$ cat src/hw/rtl/assert_macros.svh
// assertion macros shared by the ir pulse decoder rtl
// no dependencies; included by files that carry assertions
`ifndef ASSERT_MACROS_SVH
`define ASSERT_MACROS_SVH

// checked on every rising edge, masked while reset is high
`define IRPD_ASSERT(label, clk, rst, prop, msg) \
  label: assert property (@(posedge clk) disable iff (rst) prop) else $error(msg);

// checked on every rising edge, reset included
`define IRPD_ASSERT_ALWAYS(label, clk, prop, msg) \
  label: assert property (@(posedge clk) prop) else $error(msg);

`endif

$ cat src/hw/rtl/irpd_pkg.sv
// types and constants of the ir pulse decoder
// no dependencies; imported by irpd_front, irpd_back and the top level
`default_nettype none

package irpd_pkg;

  localparam int unsigned LEN_W  = 8;
  localparam int unsigned WORD_W = 32;
  localparam int unsigned CNT_W  = 8;

  localparam logic [LEN_W-1:0] END_MIN    = LEN_W'(250);
  localparam logic [LEN_W-1:0] LEADER_MIN = LEN_W'(200);
  localparam logic [LEN_W-1:0] REPEAT_MIN = LEN_W'(100);
  localparam logic [LEN_W-1:0] ONE_MIN    = LEN_W'(50);
  localparam logic [LEN_W-1:0] ZERO_MIN   = LEN_W'(10);

  typedef enum logic [2:0] {
    CLS_SHORT,
    CLS_ZERO,
    CLS_ONE,
    CLS_REPEAT,
    CLS_LEADER,
    CLS_END
  } pulse_class_t;

  typedef struct packed {
    logic [WORD_W-1:0] frame_word;
    logic              frame_ready;
    logic [CNT_W-1:0]  repeat_count;
    logic [CNT_W-1:0]  burst_count;
    logic              burst_end;
  } result_t;

endpackage

`default_nettype wire

$ cat src/hw/rtl/irpd_queue.sv
// small first-in first-out queue of register entries
// no package dependency; uses assert_macros.svh
`default_nettype none
`include "assert_macros.svh"

module irpd_queue #(
  parameter type item_t = logic,
  parameter int unsigned DEPTH = 2
) (
  input  wire logic  clk,
  input  wire logic  rst,
  input  wire logic  push,
  input  wire item_t data_in,
  output logic       full,
  input  wire logic  pop,
  output item_t      data_out,
  output logic       empty
);

  localparam int unsigned PTR_W = (DEPTH > 1) ? $clog2(DEPTH) : 1;
  localparam int unsigned CNT_W = $clog2(DEPTH + 1);
  localparam logic [PTR_W-1:0] PTR_LAST = PTR_W'(DEPTH - 1);
  localparam logic [CNT_W-1:0] CNT_FULL = CNT_W'(DEPTH);

  item_t            entries [DEPTH];
  logic [PTR_W-1:0] wr_ptr;
  logic [PTR_W-1:0] rd_ptr;
  logic [CNT_W-1:0] count;
  logic             do_push;
  logic             do_pop;

  assign full     = (count == CNT_FULL);
  assign empty    = (count == '0);
  assign do_push  = push && !full;
  assign do_pop   = pop && !empty;
  assign data_out = entries[rd_ptr];

  always_ff @(posedge clk) begin
    if (do_push) begin
      entries[wr_ptr] <= data_in;
    end
  end

  always_ff @(posedge clk) begin
    if (rst) begin
      wr_ptr <= '0;
      rd_ptr <= '0;
      count  <= '0;
    end else begin
      if (do_push) begin
        wr_ptr <= (wr_ptr == PTR_LAST) ? '0 : wr_ptr + 1'b1;
      end
      if (do_pop) begin
        rd_ptr <= (rd_ptr == PTR_LAST) ? '0 : rd_ptr + 1'b1;
      end
      if (do_push && !do_pop) begin
        count <= count + 1'b1;
      end else if (do_pop && !do_push) begin
        count <= count - 1'b1;
      end
    end
  end

  `IRPD_ASSERT(a_count_bound, clk, rst, count <= CNT_FULL, "queue count over depth")
  `IRPD_ASSERT(a_pop_drains, clk, rst, (do_pop && !do_push) |=> count == $past(count) - 1'b1, "pop without push did not drain")

endmodule

`default_nettype wire

$ cat src/hw/rtl/irpd_front.sv
// front end: takes pulse lengths and classifies them into a register stage
// depends on irpd_pkg
`default_nettype none

module irpd_front import irpd_pkg::*; (
  input  wire logic             clk,
  input  wire logic             rst,
  input  wire logic             push,
  input  wire logic [LEN_W-1:0] pulse_len,
  output logic                  full,
  output logic                  cls_valid,
  output pulse_class_t          cls,
  input  wire logic             cls_full
);

  pulse_class_t cls_next;
  logic         take;

  always_comb begin
    if (pulse_len >= END_MIN) begin
      cls_next = CLS_END;
    end else if (pulse_len >= LEADER_MIN) begin
      cls_next = CLS_LEADER;
    end else if (pulse_len >= REPEAT_MIN) begin
      cls_next = CLS_REPEAT;
    end else if (pulse_len >= ONE_MIN) begin
      cls_next = CLS_ONE;
    end else if (pulse_len >= ZERO_MIN) begin
      cls_next = CLS_ZERO;
    end else begin
      cls_next = CLS_SHORT;
    end
  end

  // stage frees up whenever its item moves into the queue
  assign full = cls_valid && cls_full;
  assign take = push && !full;

  always_ff @(posedge clk) begin
    if (take) begin
      cls <= cls_next;
    end
  end

  always_ff @(posedge clk) begin
    if (rst) begin
      cls_valid <= 1'b0;
    end else begin
      cls_valid <= take || (cls_valid && cls_full);
    end
  end

endmodule

`default_nettype wire

$ cat src/hw/rtl/irpd_back.sv
// back end: holds the decoder state and builds one result per class
// depends on irpd_pkg and assert_macros.svh
`default_nettype none
`include "assert_macros.svh"

module irpd_back import irpd_pkg::*; (
  input  wire logic         clk,
  input  wire logic         rst,
  input  wire logic         cls_empty,
  input  wire pulse_class_t cls,
  output logic              cls_pop,
  input  wire logic         res_full,
  output logic              res_push,
  output result_t           res
);

  logic              leader_seen;
  logic              bit_value;
  logic [WORD_W-1:0] shift_word;
  logic [CNT_W-1:0]  repeats;
  logic [CNT_W-1:0]  bursts;

  logic              leader_seen_next;
  logic              bit_value_next;
  logic [WORD_W-1:0] shift_word_next;
  logic [CNT_W-1:0]  repeats_next;
  logic [CNT_W-1:0]  bursts_next;
  logic              ended;
  logic              is_repeat;

  assign cls_pop  = !cls_empty && !res_full;
  assign res_push = cls_pop;

  always_comb begin
    is_repeat        = (cls == CLS_REPEAT);
    ended            = is_repeat || (cls == CLS_END);
    leader_seen_next = leader_seen;
    bit_value_next   = bit_value;
    shift_word_next  = shift_word;
    repeats_next     = is_repeat ? repeats + 1'b1 : repeats;
    bursts_next      = is_repeat ? bursts + 1'b1 : bursts;
    unique case (cls)
      CLS_END, CLS_REPEAT: begin
        leader_seen_next = 1'b0;
        bit_value_next   = 1'b0;
      end
      CLS_LEADER: leader_seen_next = 1'b1;
      CLS_ONE:    bit_value_next   = 1'b1;
      CLS_ZERO:   bit_value_next   = 1'b0;
      default:    bit_value_next   = bit_value;
    endcase
    if (!ended && leader_seen_next) begin
      shift_word_next = {shift_word[WORD_W-2:0], bit_value_next};
      repeats_next    = '0;
      bursts_next     = CNT_W'(1);
    end
    res.frame_word   = shift_word_next;
    res.frame_ready  = is_repeat;
    res.repeat_count = repeats_next;
    res.burst_count  = bursts_next;
    res.burst_end    = ended;
  end

  always_ff @(posedge clk) begin
    if (rst) begin
      leader_seen <= 1'b0;
      bit_value   <= 1'b0;
      shift_word  <= '0;
      repeats     <= '0;
      bursts      <= '0;
    end else if (cls_pop) begin
      leader_seen <= leader_seen_next;
      bit_value   <= bit_value_next;
      shift_word  <= shift_word_next;
      repeats     <= repeats_next;
      bursts      <= bursts_next;
    end
  end

  `IRPD_ASSERT(a_ready_ends, clk, rst, (res_push && res.frame_ready) |-> res.burst_end, "frame ready without burst end")
  `IRPD_ASSERT(a_close_clears, clk, rst, (res_push && res.burst_end) |=> (!leader_seen && !bit_value), "burst close left state set")

endmodule

`default_nettype wire

$ cat src/hw/rtl/ir_remote_pulse_decoder.sv
// a pulse reaches the outputs via front stage register, class queue and result queue
// throughput: one pulse per cycle; front stage, class queue and result queue each move one
// item a cycle, and the back end stalls only while the result queue is full
// reset: rst is synchronous, active high; clears the decoder state and both queues
// top level of the ir pulse decoder; depends on irpd_pkg, irpd_front, irpd_queue, irpd_back
`default_nettype none

module ir_remote_pulse_decoder import irpd_pkg::*; #(
  parameter int unsigned CLASS_DEPTH  = 2,
  parameter int unsigned RESULT_DEPTH = 2
) (
  input  wire logic              clk,
  input  wire logic              rst,
  input  wire logic              push,
  output logic                   full,
  input  wire logic [LEN_W-1:0]  pulse_len,
  input  wire logic              pop,
  output logic                   empty,
  output logic [WORD_W-1:0]      frame_word,
  output logic                   frame_ready,
  output logic [CNT_W-1:0]       repeat_count,
  output logic [CNT_W-1:0]       burst_count,
  output logic                   burst_end
);

  logic         cls_valid;
  pulse_class_t cls_stage;
  logic         cls_full;
  logic         cls_empty;
  pulse_class_t cls_head;
  logic         cls_pop;
  logic         res_full;
  logic         res_push;
  result_t      res_in;
  result_t      res_out;

  irpd_front u_front (
    .clk       (clk),
    .rst       (rst),
    .push      (push),
    .pulse_len (pulse_len),
    .full      (full),
    .cls_valid (cls_valid),
    .cls       (cls_stage),
    .cls_full  (cls_full)
  );

  irpd_queue #(
    .item_t (pulse_class_t),
    .DEPTH  (CLASS_DEPTH)
  ) u_cls_queue (
    .clk      (clk),
    .rst      (rst),
    .push     (cls_valid),
    .data_in  (cls_stage),
    .full     (cls_full),
    .pop      (cls_pop),
    .data_out (cls_head),
    .empty    (cls_empty)
  );

  irpd_back u_back (
    .clk       (clk),
    .rst       (rst),
    .cls_empty (cls_empty),
    .cls       (cls_head),
    .cls_pop   (cls_pop),
    .res_full  (res_full),
    .res_push  (res_push),
    .res       (res_in)
  );

  irpd_queue #(
    .item_t (result_t),
    .DEPTH  (RESULT_DEPTH)
  ) u_res_queue (
    .clk      (clk),
    .rst      (rst),
    .push     (res_push),
    .data_in  (res_in),
    .full     (res_full),
    .pop      (pop),
    .data_out (res_out),
    .empty    (empty)
  );

  assign frame_word   = res_out.frame_word;
  assign frame_ready  = res_out.frame_ready;
  assign repeat_count = res_out.repeat_count;
  assign burst_count  = res_out.burst_count;
  assign burst_end    = res_out.burst_end;

endmodule

`default_nettype wire
$ cat config.mk
export PLATFORM = sky130hd
export DESIGN_NAME = ir_remote_pulse_decoder
export DESIGN_NICKNAME = d
export VERILOG_FILES = /design/src/hw/rtl/irpd_pkg.sv /design/src/hw/rtl/irpd_queue.sv /design/src/hw/rtl/irpd_front.sv /design/src/hw/rtl/irpd_back.sv /design/src/hw/rtl/ir_remote_pulse_decoder.sv
export VERILOG_INCLUDE_DIRS = /design/src /design/src/hw/rtl
export SDC_FILE = /design/constraint.sdc
export NUM_CORES = 1
export LEC_CHECK = 0
export ABC_AREA = 0
export BUFFER_PORTS_ARGS = -buffer_cell sky130_fd_sc_hd__buf_2
export CAP_MARGIN = 20
export CORE_MARGIN = 2
export CORE_UTILIZATION = 30
export CTS_BUF_LIST = sky130_fd_sc_hd__clkbuf_16
export DETAILED_ROUTE_END_ITERATION = 8
export SYNTH_ARGS = -nofsm -noshare
export SYNTH_HDL_FRONTEND = slang
export SYNTH_SLANG_ARGS = --single-unit
$ cat constraint.sdc
create_clock -name clk -period 6.71 [get_ports clk]
set_clock_uncertainty 0.15 [all_clocks]
set_input_delay 1.0065 -clock clk [delete_from_list [all_inputs] [get_ports clk]]
set_output_delay 1.0065 -clock clk [all_outputs]
set_load 0.02 [all_outputs]
==> results.txt, run 1 <==
----------------------------------------------------
[STA]
  Max-slew violation count ... 0
  Final hold violations ... 0
  Final critical-path share of the clock period ... 0.462
  Unrepaired setup endpoints after global routing ... false
  Final min period ... between 3000 and 4000 ps
  Setup violators final ... 0
  Final total negative setup slack ... 0 ps
  Transition at the pin with the smallest max-transition slack ... 907 ps
  Normalized max-slew margin ... 0.394
  Max Clock Freq ... roughly 0.32 GHz
  Post-layout worst setup margin ... 3610 ps
  Final-layout worst hold slack ... 301 ps

[Route]
  Total detailed-routing wirelength ... around 15000 um
  DR pass1 iterations ... 4
  Initial detailed-routing violation count ... around 380
  Routed WL per cell ... approximately 15 um
  Total vias in the final route ... 4940
  DRC ... 0
  Average vias per placed instance ... 5.03
  Post-DRT Antenna Nets ... 0

[Layout]
  Layout Nets ... approximately 660
  Number of fill cells in the layout ... 2468
  Antenna Diode Count ... 0
  Area added between synthesis and finish ... 14.7%
  Design area ... roughly 8700 sq um
  Fraction of final layout cells with drive strength greater than 1 ... 0.296

[Yosys]
  Synthesized net count ... around 610
  Cell count after synthesis ... around 600
  Dominant synthesized flop cell ... sky130_fd_sc_hd__edfxtp_1
  Async set or reset register ratio after synthesis ... 0
  Register area share after synthesis ... 0.596
  Total of warnings raised by yosys ... 0
  Number of synthesized register bits ... 170
  Area share of the largest cell type after synthesis ... 0.434
  Top cell type by total area after synthesis ... sky130_fd_sc_hd__edfxtp_1
  Netlist cell types ... 52
  Number of enable-type register cells in the synthesized netlist ... around 110
  Netlist Area Pre-Place ... approximately 7500 sq um
  Cell types occupying the most area after synthesis ... sky130_fd_sc_hd__edfxtp_1 (43%), sky130_fd_sc_hd__dfxtp_1 (16%), sky130_fd_sc_hd__mux2_2 (12%), sky130_fd_sc_hd__o31ai_1 (3.2%), sky130_fd_sc_hd__a21oi_1 (2.9%)
  Avg Inst Size Synth ... around 13 sq um

[Setup path]
  Crit path launch type ... flop
  Worst endpoint required time ... about 5600 ps
  Arrival time of data at the critical path endpoint ... between 1500 and 2000 ps
  CP Class ... flop to output pin
  CP Capture Type ... output pin
  Worst-path fanout max ... 50

[Floorplan]
  Die height ... between 150 and 200 um
  Area of the core ... roughly 25000 sq um
  Ports placed on the boundary ... between 60 and 70
  DIE AREA ... between 20000 and 30000 sq um
  Die Wd ... ~160 um
  Starting Density ... 0.302
  Cell row count ... between 50 and 60

[CTS]
  Root buffer selected by CTS ... sky130_fd_sc_hd__clkbuf_16
  Largest buffer count on any clock path ... 2
  Clk slew on worst S/H paths ... about 60 ps
  Buffer count from post-CTS setup fixing ... 0
  TritonCTS clock tree ... built
  Clock latency on the worst-skew pair ... roughly 420 ps
  Clock buffer count from CTS ... 17
  Resized Gates After CTS ... 0
  Depth of the CTS H-tree ... 4
  CTS Hold Buffers Added ... 0
  Clk sink count ... 170

[Global routing]
  Met2 Resource Use GR ... 0.178
  Met3 global-route usage ... 0.0283
  GRT Util Overall ... 0.117
  Number of global-route vias before repair ... ~4600
  Most congested layer reported by global routing ... met2
  Global routing usage on met1 ... 0.160
  First-pass GRT wire length ... approximately 24000 um
  Largest net degree at the start of global routing ... between 60 and 70
  Total overflow reported by the global router ... 0
  Antenna violations before repair ... 0

[Placed design]
  Worst slack at placement ... roughly 3700 ps
  HPWL after detailed placement ... 8830 um
  Standard cell area after detailed placement ... slightly above 8000 sq um
  Number of port buffers ... between 60 and 70
  Last weighted congestion value of the routability-driven placer ... 0.735

[Hold path]
  Hold/Removal Path Class ... flop to flop

[Pwr]
  Power density cells ... 411 nW/um^2
  Worst voltage drop across the vdd grid ... ~0.18 mV
  Static leakage ... approximately 3 nW
  Overall power after layout ... 0.00356 W

[Outcome]
  Run status ... completed

[Flow run]
  Maxcap violations ... 0

----------------------------------------------------
-- through the flow --
stage,util,std cells
CTS,0.347,982
detailed placement,0.325,950
global placement,0.325,950
finish,0.347,982
floorplan,-,598
global route,0.347,982
-- cells by family after synthesis --
family | after synthesis | synth area share
buffers and inverters | 54 | 0.0348
and+or+nand+nor | 125 | 0.0914
adders and majority gates | 4 | 0.00663
muxes | 84 | 0.125
xor gates and xnor gates | 22 | 0.0255
AOI/OAI and AO/OA | 139 | 0.121
DFF | 170 | 0.596
-- registers in the layout (all words and copies together) (netlist names), 2 cells and up, named ones only --
| register | count |
|---|---|
| u_front.cls | 3 |
| u_res_queue.entries | 100 |
| u_cls_queue.entries | 6 |
| u_cls_queue.count | 2 |
| u_back.repeats | 8 |
| u_back.bursts | 8 |
| u_res_queue.count | 2 |
| u_back.shift_word | 32 |
-- area by class of cell --
cell class,count,area (sq um),share of cell area
repair buffers,71,378,0.0437
well taps,330,413,0.0477
flip-flops and latches,170,4500,0.520
clock buffers,17,425,0.0492
inverters,5,18.8,0.00217
multi-input cells,374,2810,0.325
clock inverters,15,114,0.0132
-- cells in the mapped netlist (5+ instances only) --
library cell               number
sky130_fd_sc_hd__dfxtp_1       61
sky130_fd_sc_hd__nor2_1        28
sky130_fd_sc_hd__mux2_2        80
sky130_fd_sc_hd__a31oi_1       15
sky130_fd_sc_hd__buf_2         15
sky130_fd_sc_hd__o31ai_1       32
sky130_fd_sc_hd__buf_4          5
sky130_fd_sc_hd__xor2_1        16
sky130_fd_sc_hd__o21ai_0       11
sky130_fd_sc_hd__clkbuf_1      23
sky130_fd_sc_hd__nand4_1       32
sky130_fd_sc_hd__or3_1          8
sky130_fd_sc_hd__xnor2_1        6
sky130_fd_sc_hd__o211ai_1      15
sky130_fd_sc_hd__edfxtp_1     109
sky130_fd_sc_hd__a21oi_1       44
sky130_fd_sc_hd__nand2_1       23
-- critical path, stage by stage, from the launching register on --
cell and delay [ps]:
sky130_fd_sc_hd__dfxtp_2 310, sky130_fd_sc_hd__buf_4 560, sky130_fd_sc_hd__mux2_2 460, sky130_fd_sc_hd__buf_2 170
-- power by group --
| group | leakage [nW] | switching, W | internal (W) |
|---|---|---|---|
| clock | 0.261 | 0.000392 | 0.000502 |
| sequential | 1.53 | 0.0000709 | 0.00137 |
| combinational | 1.19 | 0.000826 | 0.000395 |
| total | 2.98 | 0.00129 | 0.00227 |
-- cells in the final DEF (no fill, tap or decap), types with 15 or more instances in the layout --
cell type	Yosys	routed
sky130_fd_sc_hd__nand2_1	23	23
sky130_fd_sc_hd__nand4_1	32	32
sky130_fd_sc_hd__mux2_2	80	80
sky130_fd_sc_hd__xor2_1	16	16
sky130_fd_sc_hd__o211ai_1	15	15
sky130_fd_sc_hd__edfxtp_1	109	109
sky130_fd_sc_hd__a31oi_1	15	15
sky130_fd_sc_hd__o31ai_1	32	32
sky130_fd_sc_hd__nor2_1	28	27
sky130_fd_sc_hd__buf_2	15	62
sky130_fd_sc_hd__dfxtp_1	61	60
sky130_fd_sc_hd__clkbuf_16	0	17
sky130_fd_sc_hd__a21oi_1	44	44
-- per-layer routing --
metal	vias to the layer above	routed length [um]
met5	-	0
met4	0	235
met3	15	665
met2	117	6910
met1	2428	7330
li1	2380	-
-- path summary, 6_finish.rpt --
kind                                              startpoint                              endpoint  slack, ps  cells past startpoint
worst max register to register                          flop  u_res_queue.entries[0][49]$_DFFE_PP_       3650                      6
worst min-delay path            u_front.cls[0]$_SDFFCE_PP1P_   u_cls_queue.entries[0][0]$_DFFE_PP_        300                      0
worst min register to register  u_front.cls[0]$_SDFFCE_PP1P_   u_cls_queue.entries[0][0]$_DFFE_PP_        300                      0
worst max-delay path                                    flop                         frame_word[2]       3610                      3
Note: power is estimated with default switching activity, not from simulation.
==> run 2, diff against run 1 <==
--- a/config.mk
+++ b/config.mk
@@ -6,7 +6,7 @@
 export SDC_FILE = /design/constraint.sdc
 export NUM_CORES = 1
 export LEC_CHECK = 0
-export ABC_AREA = 0
+export ABC_AREA = 1
 export BUFFER_PORTS_ARGS = -buffer_cell sky130_fd_sc_hd__buf_2
 export CAP_MARGIN = 20
 export CORE_MARGIN = 2
==> constraint.sdc (replaced) <==
create_clock -name clk -period 2.5 [get_ports clk]
set_clock_uncertainty 0.15 [all_clocks]
set_input_delay 0.375 -clock clk [delete_from_list [all_inputs] [get_ports clk]]
set_output_delay 0.375 -clock clk [all_outputs]
set_load 0.02 [all_outputs]
==> run 2 against run 1 <==
Compared with the run above:
- clock power increased to 3.1 times the previous value
- via count decreased by 1.5%
- die area decreased by 1.6%
- hold slack got worse by 270 ps
- non-clock buffer count increased by 5
- final area increased by 1.7%
- final cell count increased by 17%
- flip-flop and latch count unchanged
- synthesized area decreased by 1.6%
- combinational power increased to 3.6 times the previous value
- routed wire length decreased by 11%
- largest power group unchanged
- highest routed layer unchanged
==> results.txt, run 2 <==
----------------------------------------------------
[Yosys]
  Post-synthesis simple-gate area fraction ... 0.130
  Netlist cell types ... 29
  Number of synthesized register bits ... between 150 and 200
  Async set or reset register ratio after synthesis ... 0
  Netlist Area Pre-Place ... around 7400 sq um
  Register area share after synthesis ... 0.606
  Synthesized net count ... 770
  Area share of the largest cell type after synthesis ... 0.441
  Combinational family with the most area after synthesis ... simple AND/OR/NAND/NOR gates
  Cell types occupying the most area after synthesis ... sky130_fd_sc_hd__edfxtp_1 (44%), sky130_fd_sc_hd__dfxtp_1 (16%), sky130_fd_sc_hd__nand2_1 (8.7%), sky130_fd_sc_hd__mux2_2 (7.6%), sky130_fd_sc_hd__inv_1 (5.8%)
  Total of warnings raised by yosys ... 0
  Synthesized-area fraction occupied by ao, oa, aoi and oai cells ... 0.0897
  Parity-gate share of the synthesized area counting xor and xnor cells ... 0.00826
  Avg Inst Size Synth ... about 10 sq um
  Cell types with the highest counts after synthesis ... sky130_fd_sc_hd__nand2_1 (172), sky130_fd_sc_hd__inv_1 (114), sky130_fd_sc_hd__edfxtp_1 (109)
  Top cell type by total area after synthesis ... sky130_fd_sc_hd__edfxtp_1
  Dominant synthesized flop cell ... sky130_fd_sc_hd__edfxtp_1
  Share of cell area taken by muxes after synthesis ... 0.0759
  Most instantiated library cell after synthesis ... sky130_fd_sc_hd__nand2_1
  Cell count after synthesis ... between 700 and 800
  Number of enable-type register cells in the synthesized netlist ... around 110
  Post-synthesis share of cell area spent on full adders, half adders and majority gates ... 0.00674

[CTS]
  Root buffer selected by CTS ... sky130_fd_sc_hd__clkbuf_16
  CTS Hold Buffers Added ... 1
  Clock latency on the worst-skew pair ... between 400 and 500 ps
  Clk sink count ... 170
  Depth of the CTS H-tree ... 4
  Resized Gates After CTS ... 0
  Clk slew on worst S/H paths ... around 60 ps
  Buffer count from post-CTS setup fixing ... 0
  Largest buffer count on any clock path ... 2
  TritonCTS clock tree ... built
  Clock buffer count from CTS ... 17

[Placed design]
  HPWL after detailed placement ... between 8000 and 9000 um
  Number of port buffers ... just over 60
  Last weighted congestion value of the routability-driven placer ... 0.748
  Standard cell area after detailed placement ... around 8200 sq um
  Worst slack at placement ... ~430 ps

[Setup path]
  Slowest cell on the critical path ... sky130_fd_sc_hd__dfxtp_2
  Worst endpoint required time ... roughly 2000 ps
  Buf/Inv on CP ... 2
  CP Class ... flop to output pin
  Top delay family on crit path ... flip-flops
  CP Capture Type ... output pin
  Crit path largest cell delay ... around 600 ps
  Worst-path fanout max ... 19
  Crit path launch type ... flop
  Ordered list of cells on the worst path ... buf_12, mux2_2, buf_2
  Arrival time of data at the critical path endpoint ... approximately 1800 ps

[Layout]
  Layout Nets ... around 830
  Fraction of final layout cells with drive strength greater than 1 ... 0.201
  Max FFs per register ... 100
  Commonest non-fill, non-tap cell in the layout ... sky130_fd_sc_hd__nand2_1
  Antenna Diode Count ... 0
  Design area ... 8800 sq um
  Commonest cells after routing, fill and taps aside ... sky130_fd_sc_hd__nand2_1 (172), sky130_fd_sc_hd__inv_1 (114), sky130_fd_sc_hd__edfxtp_1 (109)
  Leading registers by flop count ... u_res_queue.entries (100), u_back.shift_word (32)
  Number of fill cells in the layout ... between 2000 and 2500
  Register with the most flip-flops ... u_res_queue.entries
  Area added between synthesis and finish ... 18.5%

[STA]
  Post-layout worst setup margin ... between 150 and 200 ps
  Max-slew violation count ... 0
  Transition at the pin with the smallest max-transition slack ... 487 ps
  Final hold violations ... 0
  Setup violators final ... 0
  Unrepaired setup endpoints after global routing ... false
  Max Clock Freq ... approximately 0.43 GHz
  Final total negative setup slack ... 0 ps
  Final min period ... 2320 ps
  Final critical-path share of the clock period ... 0.930
  Normalized max-slew margin ... 0.675

[Floorplan]
  Die Wd ... 161 um
  Starting Density ... 0.305
  Area of the core ... 24300 sq um
  DIE AREA ... 26000 sq um
  Cell row count ... 57
  Die height ... about 160 um
  Ports placed on the boundary ... 64

[Hold path]
  Hold/Removal Path Class ... input port to flop

[Outcome]
  Run status ... completed

[Route]
  Average vias per placed instance ... approximately 4.2
  DRC ... 0
  Routed WL per cell ... 11.7 um
  Post-DRT Antenna Nets ... 0
  Total vias in the final route ... ~4900
  DR pass1 iterations ... 4
  Initial detailed-routing violation count ... 260
  Total detailed-routing wirelength ... between 10000 and 15000 um

[Global routing]
  First-pass GRT wire length ... 23000 um
  Total overflow reported by the global router ... 0
  Largest net degree at the start of global routing ... 43
  GRT Util Overall ... 0.112
  Antenna violations before repair ... 0
  Number of global-route vias before repair ... around 4600

[Pwr]
  Power density cells ... between 1000 and 1500 nW/um^2
  Static leakage ... ~3.6 nW
  Worst voltage drop across the vdd grid ... approximately 0.44 mV

[Flow run]
  Maxcap violations ... 0

----------------------------------------------------
-- run 2: cell types whose count changed after synthesis, sizes merged, moves of 16 or more --
cell | previous run | this run
o211ai | 16 | 0
nand2 | 24 | 174
o31ai | 32 | 0
o21ai | 14 | 94
mux2 | 82 | 50
nor2 | 30 | 51
inv | 5 | 116
nand4 | 32 | 1
-- run 2: power breakdown --
group / total (W) / internal, W / switching (W) / leakage, nW
logic: 0.00434 / 0.00154 / 0.00279 / 1.76
clock network: 0.00280 / 0.00169 / 0.00111 / 0.309
registers: 0.00475 / 0.00431 / 0.000436 / 1.54
total: 0.0119 / 0.00755 / 0.00434 / 3.60
-- run 2: worst register-to-register path, cell delays in order (launching register included) --
cell and delay, ps:
sky130_fd_sc_hd__dfxtp_1 340, sky130_fd_sc_hd__inv_1 70, sky130_fd_sc_hd__o22ai_2 370, sky130_fd_sc_hd__inv_1 210, sky130_fd_sc_hd__ha_1 360, sky130_fd_sc_hd__a21oi_1 110
sky130_fd_sc_hd__o21ai_0 110, sky130_fd_sc_hd__o21ai_0 160, sky130_fd_sc_hd__a21oi_1 50
-- run 2: area by class of cell --
class,instances,area (sq um),share of cell area
Clock buffer,17,425,0.0484
Clock inverter,15,206,0.0235
Inverter,116,435,0.0495
Multi-Input combinational cell,435,2320,0.264
Sequential cell,170,4500,0.511
Tap cell,324,405,0.0461
Timing Repair Buffer,76,505,0.0575
-- run 2: final timing paths --
check                                     from                             endpoint  slack [ps]  depth (start not counted)
min                                       push         u_front.cls_valid$_SDFF_PP0_          30                          2
max reg2reg  u_res_queue.count[1]$_SDFFE_PP0P_    u_res_queue.count[1]$_SDFFE_PP0P_         450                          8
max                                       flop                       frame_word[31]         180                          3
min reg2reg       u_front.cls[2]$_SDFFCE_PP1P_  u_cls_queue.entries[1][2]$_DFFE_PP_         300                          0
-- run 2: stage by stage --
step                      hold slack (ps)  utilization  cells  power (W)
after floorplan                       271            -    754    0.00791
after global placement                277        0.335   1120    0.00914
after detailed placement              282        0.335   1120    0.00922
after CTS                            3.28        0.362   1153     0.0121
after global routing                 22.5        0.362   1153     0.0128
final                                30.4        0.362   1153     0.0119
-- run 2: metal layers --
layer  global-route usage  vias up  wire, um
li1                     -     2582         -
met1                0.142     2188      6700
met2                0.181       85      6130
met3               0.0298       12       504
met4               0.0463        0       198
met5                    0        -         0
-- run 2: logic make-up (layout without fill, tap and decap cells) --
logic type	Yosys count	in the layout
buf+inv	149	224
mux	50	50
fa+ha+maj	4	4
simple gates	245	245
xor+xnor	7	7
flops	170	170
compound gates	129	129
==> run 3, diff against run 2 <==
--- a/config.mk
+++ b/config.mk
@@ -9,10 +9,12 @@
 export ABC_AREA = 1
 export BUFFER_PORTS_ARGS = -buffer_cell sky130_fd_sc_hd__buf_2
 export CAP_MARGIN = 20
+export CORE_ASPECT_RATIO = 0.8
 export CORE_MARGIN = 2
 export CORE_UTILIZATION = 30
 export CTS_BUF_LIST = sky130_fd_sc_hd__clkbuf_16
 export DETAILED_ROUTE_END_ITERATION = 8
+export MAX_ROUTING_LAYER = met4
 export SYNTH_ARGS = -nofsm -noshare
 export SYNTH_HDL_FRONTEND = slang
 export SYNTH_SLANG_ARGS = --single-unit
==> run 3 against run 2 <==
Compared with the run above:
- clock power decreased by 3%
- die area about the same
- sequential share of layout area increased by 0.50 points
- non-clock buffer count unchanged
- final cell count decreased by 0.52%
- worst setup slack improved by 100 ps
- register-to-register slack improved by 110 ps
- sequential power about the same
==> results.txt, run 3 (synthesized netlist as in run 2, its figures left out) <==
----------------------------------------------------
[Outcome]
  Run status ... completed

[Pwr]
  Internal power component ... 0.00738 W
  Share of power burned in registers ... 0.403
  Worst voltage drop across the vdd grid ... about 0.55 mV
  Power density cells ... 1350 nW/um^2
  Net Sw Frac ... 0.371
  Net switching power of the design ... ~0.0044 W
  Gate power share ... 0.366
  Static leakage ... 3.57 nW
  Clock network fraction of design power ... 0.231

[STA]
  Normalized max-slew margin ... 0.659
  Final critical-path share of the clock period ... 0.889
  Max Clock Freq ... approximately 0.45 GHz
  Transition at the pin with the smallest max-transition slack ... 512 ps
  Final total negative setup slack ... 0 ps
  Final hold violations ... 0
  Max-slew violation count ... 0
  Final min period ... 2220 ps
  Setup violators final ... 0
  Unrepaired setup endpoints after global routing ... false

[Setup path]
  Ordered list of cells on the worst path ... buf_4, mux2_2, buf_2
  Crit path largest cell delay ... around 420 ps
  CP Capture Type ... output pin
  Buf/Inv on CP ... 2
  Worst-path fanout max ... 27
  Setup slack, reg-to-reg ... roughly 560 ps
  Slowest cell on the critical path ... sky130_fd_sc_hd__mux2_2
  Worst endpoint required time ... a little under 2000 ps
  Endpoint of the lowest-slack register-to-register path ... u_res_queue.entries[0][22]$_DFFE_PP_
  Worst reg2reg path depth ... 8
  CP Class ... flop to output pin
  Crit path launch type ... flop
  Arrival time of data at the critical path endpoint ... 1700 ps
  Top delay family on crit path ... buffers and inverters

[Global routing]
  First-pass GRT wire length ... 22500 um
  Number of global-route vias before repair ... approximately 4400
  Antenna violations before repair ... 0
  Total overflow reported by the global router ... 0
  Largest net degree at the start of global routing ... approximately 80
  GRT Util Overall ... 0.114

[Floorplan]
  Cell row count ... 51
  DIE AREA ... around 26000 sq um
  Die Wd ... ~180 um
  Starting Density ... 0.305
  Area of the core ... between 20000 and 25000 sq um
  Ports placed on the boundary ... between 60 and 70
  Die height ... roughly 140 um

[Route]
  Post-DRT Antenna Nets ... 0
  DRC ... 0
  Total vias in the final route ... roughly 4800
  Initial detailed-routing violation count ... approximately 310
  Routed WL per cell ... between 10 and 15 um
  Total detailed-routing wirelength ... 13800 um
  DR pass1 iterations ... 5
  Average vias per placed instance ... between 4 and 5

[Flow run]
  Maxcap violations ... 0

[Layout]
  Number of fill cells in the layout ... around 2400
  Leading registers by flop count ... u_res_queue.entries (100), u_back.shift_word (32)
  Fraction of final layout cells with drive strength greater than 1 ... 0.203
  Final cell utilization of the core ... 0.358
  Max FFs per register ... 100
  Area added between synthesis and finish ... 17.4%
  Register with the most flip-flops ... u_res_queue.entries
  Layout Nets ... approximately 830
  Commonest non-fill, non-tap cell in the layout ... sky130_fd_sc_hd__nand2_1
  Commonest cells after routing, fill and taps aside ... sky130_fd_sc_hd__nand2_1 (172), sky130_fd_sc_hd__inv_1 (114), sky130_fd_sc_hd__edfxtp_1 (109)
  Antenna Diode Count ... 0

[CTS]
  Depth of the CTS H-tree ... 4
  Resized Gates After CTS ... 0
  Clk sink count ... 170
  Clock buffer count from CTS ... 17
  Largest buffer count on any clock path ... 2
  TritonCTS clock tree ... built
  Clock latency on the worst-skew pair ... 430 ps
  Root buffer selected by CTS ... sky130_fd_sc_hd__clkbuf_16
  Clk slew on worst S/H paths ... about 60 ps
  Buffer count from post-CTS setup fixing ... 0

[Placed design]
  HPWL after detailed placement ... between 8000 and 9000 um
  Last weighted congestion value of the routability-driven placer ... between 0.7 and 0.8
  Number of port buffers ... between 60 and 70

[Hold path]
  Hold-critical path depth ... 2
  Hold/Removal Path Class ... input port to flop
  Hold Crit Endpoint ... u_front.cls_valid$_SDFF_PP0_
  Min-delay src ... push

----------------------------------------------------
run 3: changes by cell type in the layout (fill, tap and decap cells not counted):
cell and delta:
sky130_fd_sc_hd__buf_12 -5, sky130_fd_sc_hd__buf_4 +5, sky130_fd_sc_hd__inv_6 -5, sky130_fd_sc_hd__clkinvlp_4 +3, sky130_fd_sc_hd__clkinv_4 +2, sky130_fd_sc_hd__inv_8 +2, sky130_fd_sc_hd__bufinv_16 -1, sky130_fd_sc_hd__clkinv_1 -1
run 3: layer usage:
metal  share of wire  routed length (um)  track usage  vias up
li1                -                   -            -     2581
met1            0.53                7270        0.151     2151
met2            0.42                5800        0.163       85
met3           0.046                 637       0.0298        4
met4          0.0076                 105       0.0522        0
met5               0                   0            -        -
run 3: what timing repair did:
| action | CTS | global route |
|---|---|---|
| hold buffers | 1 | 0 |
| setup endpoints to repair | 0 | 0 |
| hold endpoints to repair | 1 | 0 |
run 3: how the worst max path moves through the flow:
stage	slack, ps	start	endpoint	cells after the start
after floorplan	90	u_res_queue.count[1]$_SDFFE_PP0P_	u_res_queue.entries[1][0]$_DFFE_PP_	3
after global placement	580	flop	u_back.shift_word[25]$_SDFFE_PP0P_	8
after detailed placement	560	flop	u_back.shift_word[6]$_SDFFE_PP0P_	8
after CTS	220	flop	frame_word[31]	3
after global routing	180	flop	burst_count[0]	3
final	280	flop	burst_count[0]	3
run 3: final cells by class:
class,count,area (sq um),area share
inverter,116,435,0.0500
tap,318,398,0.0457
timing repair buffer,76,443,0.0508
multi-input combinational,435,2320,0.267
clock buffer,17,425,0.0488
sequential,170,4500,0.516
clock inverter,15,191,0.0220
run 3: through the flow:
step / cell area (sq um) / setup slack [ps] / hold slack (ps) / cells / power [W]
3_5_place_dp: 8090 / 555 / 295 / 1114 / 0.00916
2_1_floorplan: 7430 / 88.3 / 271 / 754 / 0.00791
5_1_grt: 8710 / 184 / 44.4 / 1147 / 0.0126
3_3_place_gp: 8090 / 579 / 282 / 1114 / 0.00907
6_report: 8710 / 278 / 32.5 / 1147 / 0.0117
4_1_cts: 8710 / 219 / 7.98 / 1147 / 0.0119
run 3: power groups by stage:
| stage | sequential, W | combinational (W) | clock, W |
|---|---|---|---|
| 6_report | 0.00473 | 0.00429 | 0.00271 |
| 5_1_grt | 0.00484 | 0.00486 | 0.00292 |
| 4_1_cts | 0.00474 | 0.00439 | 0.00281 |
| 3_5_place_dp | 0.00479 | 0.00437 | 0 |
| 3_3_place_gp | 0.00476 | 0.00432 | 0 |
| 2_1_floorplan | 0.00469 | 0.00322 | 0 |
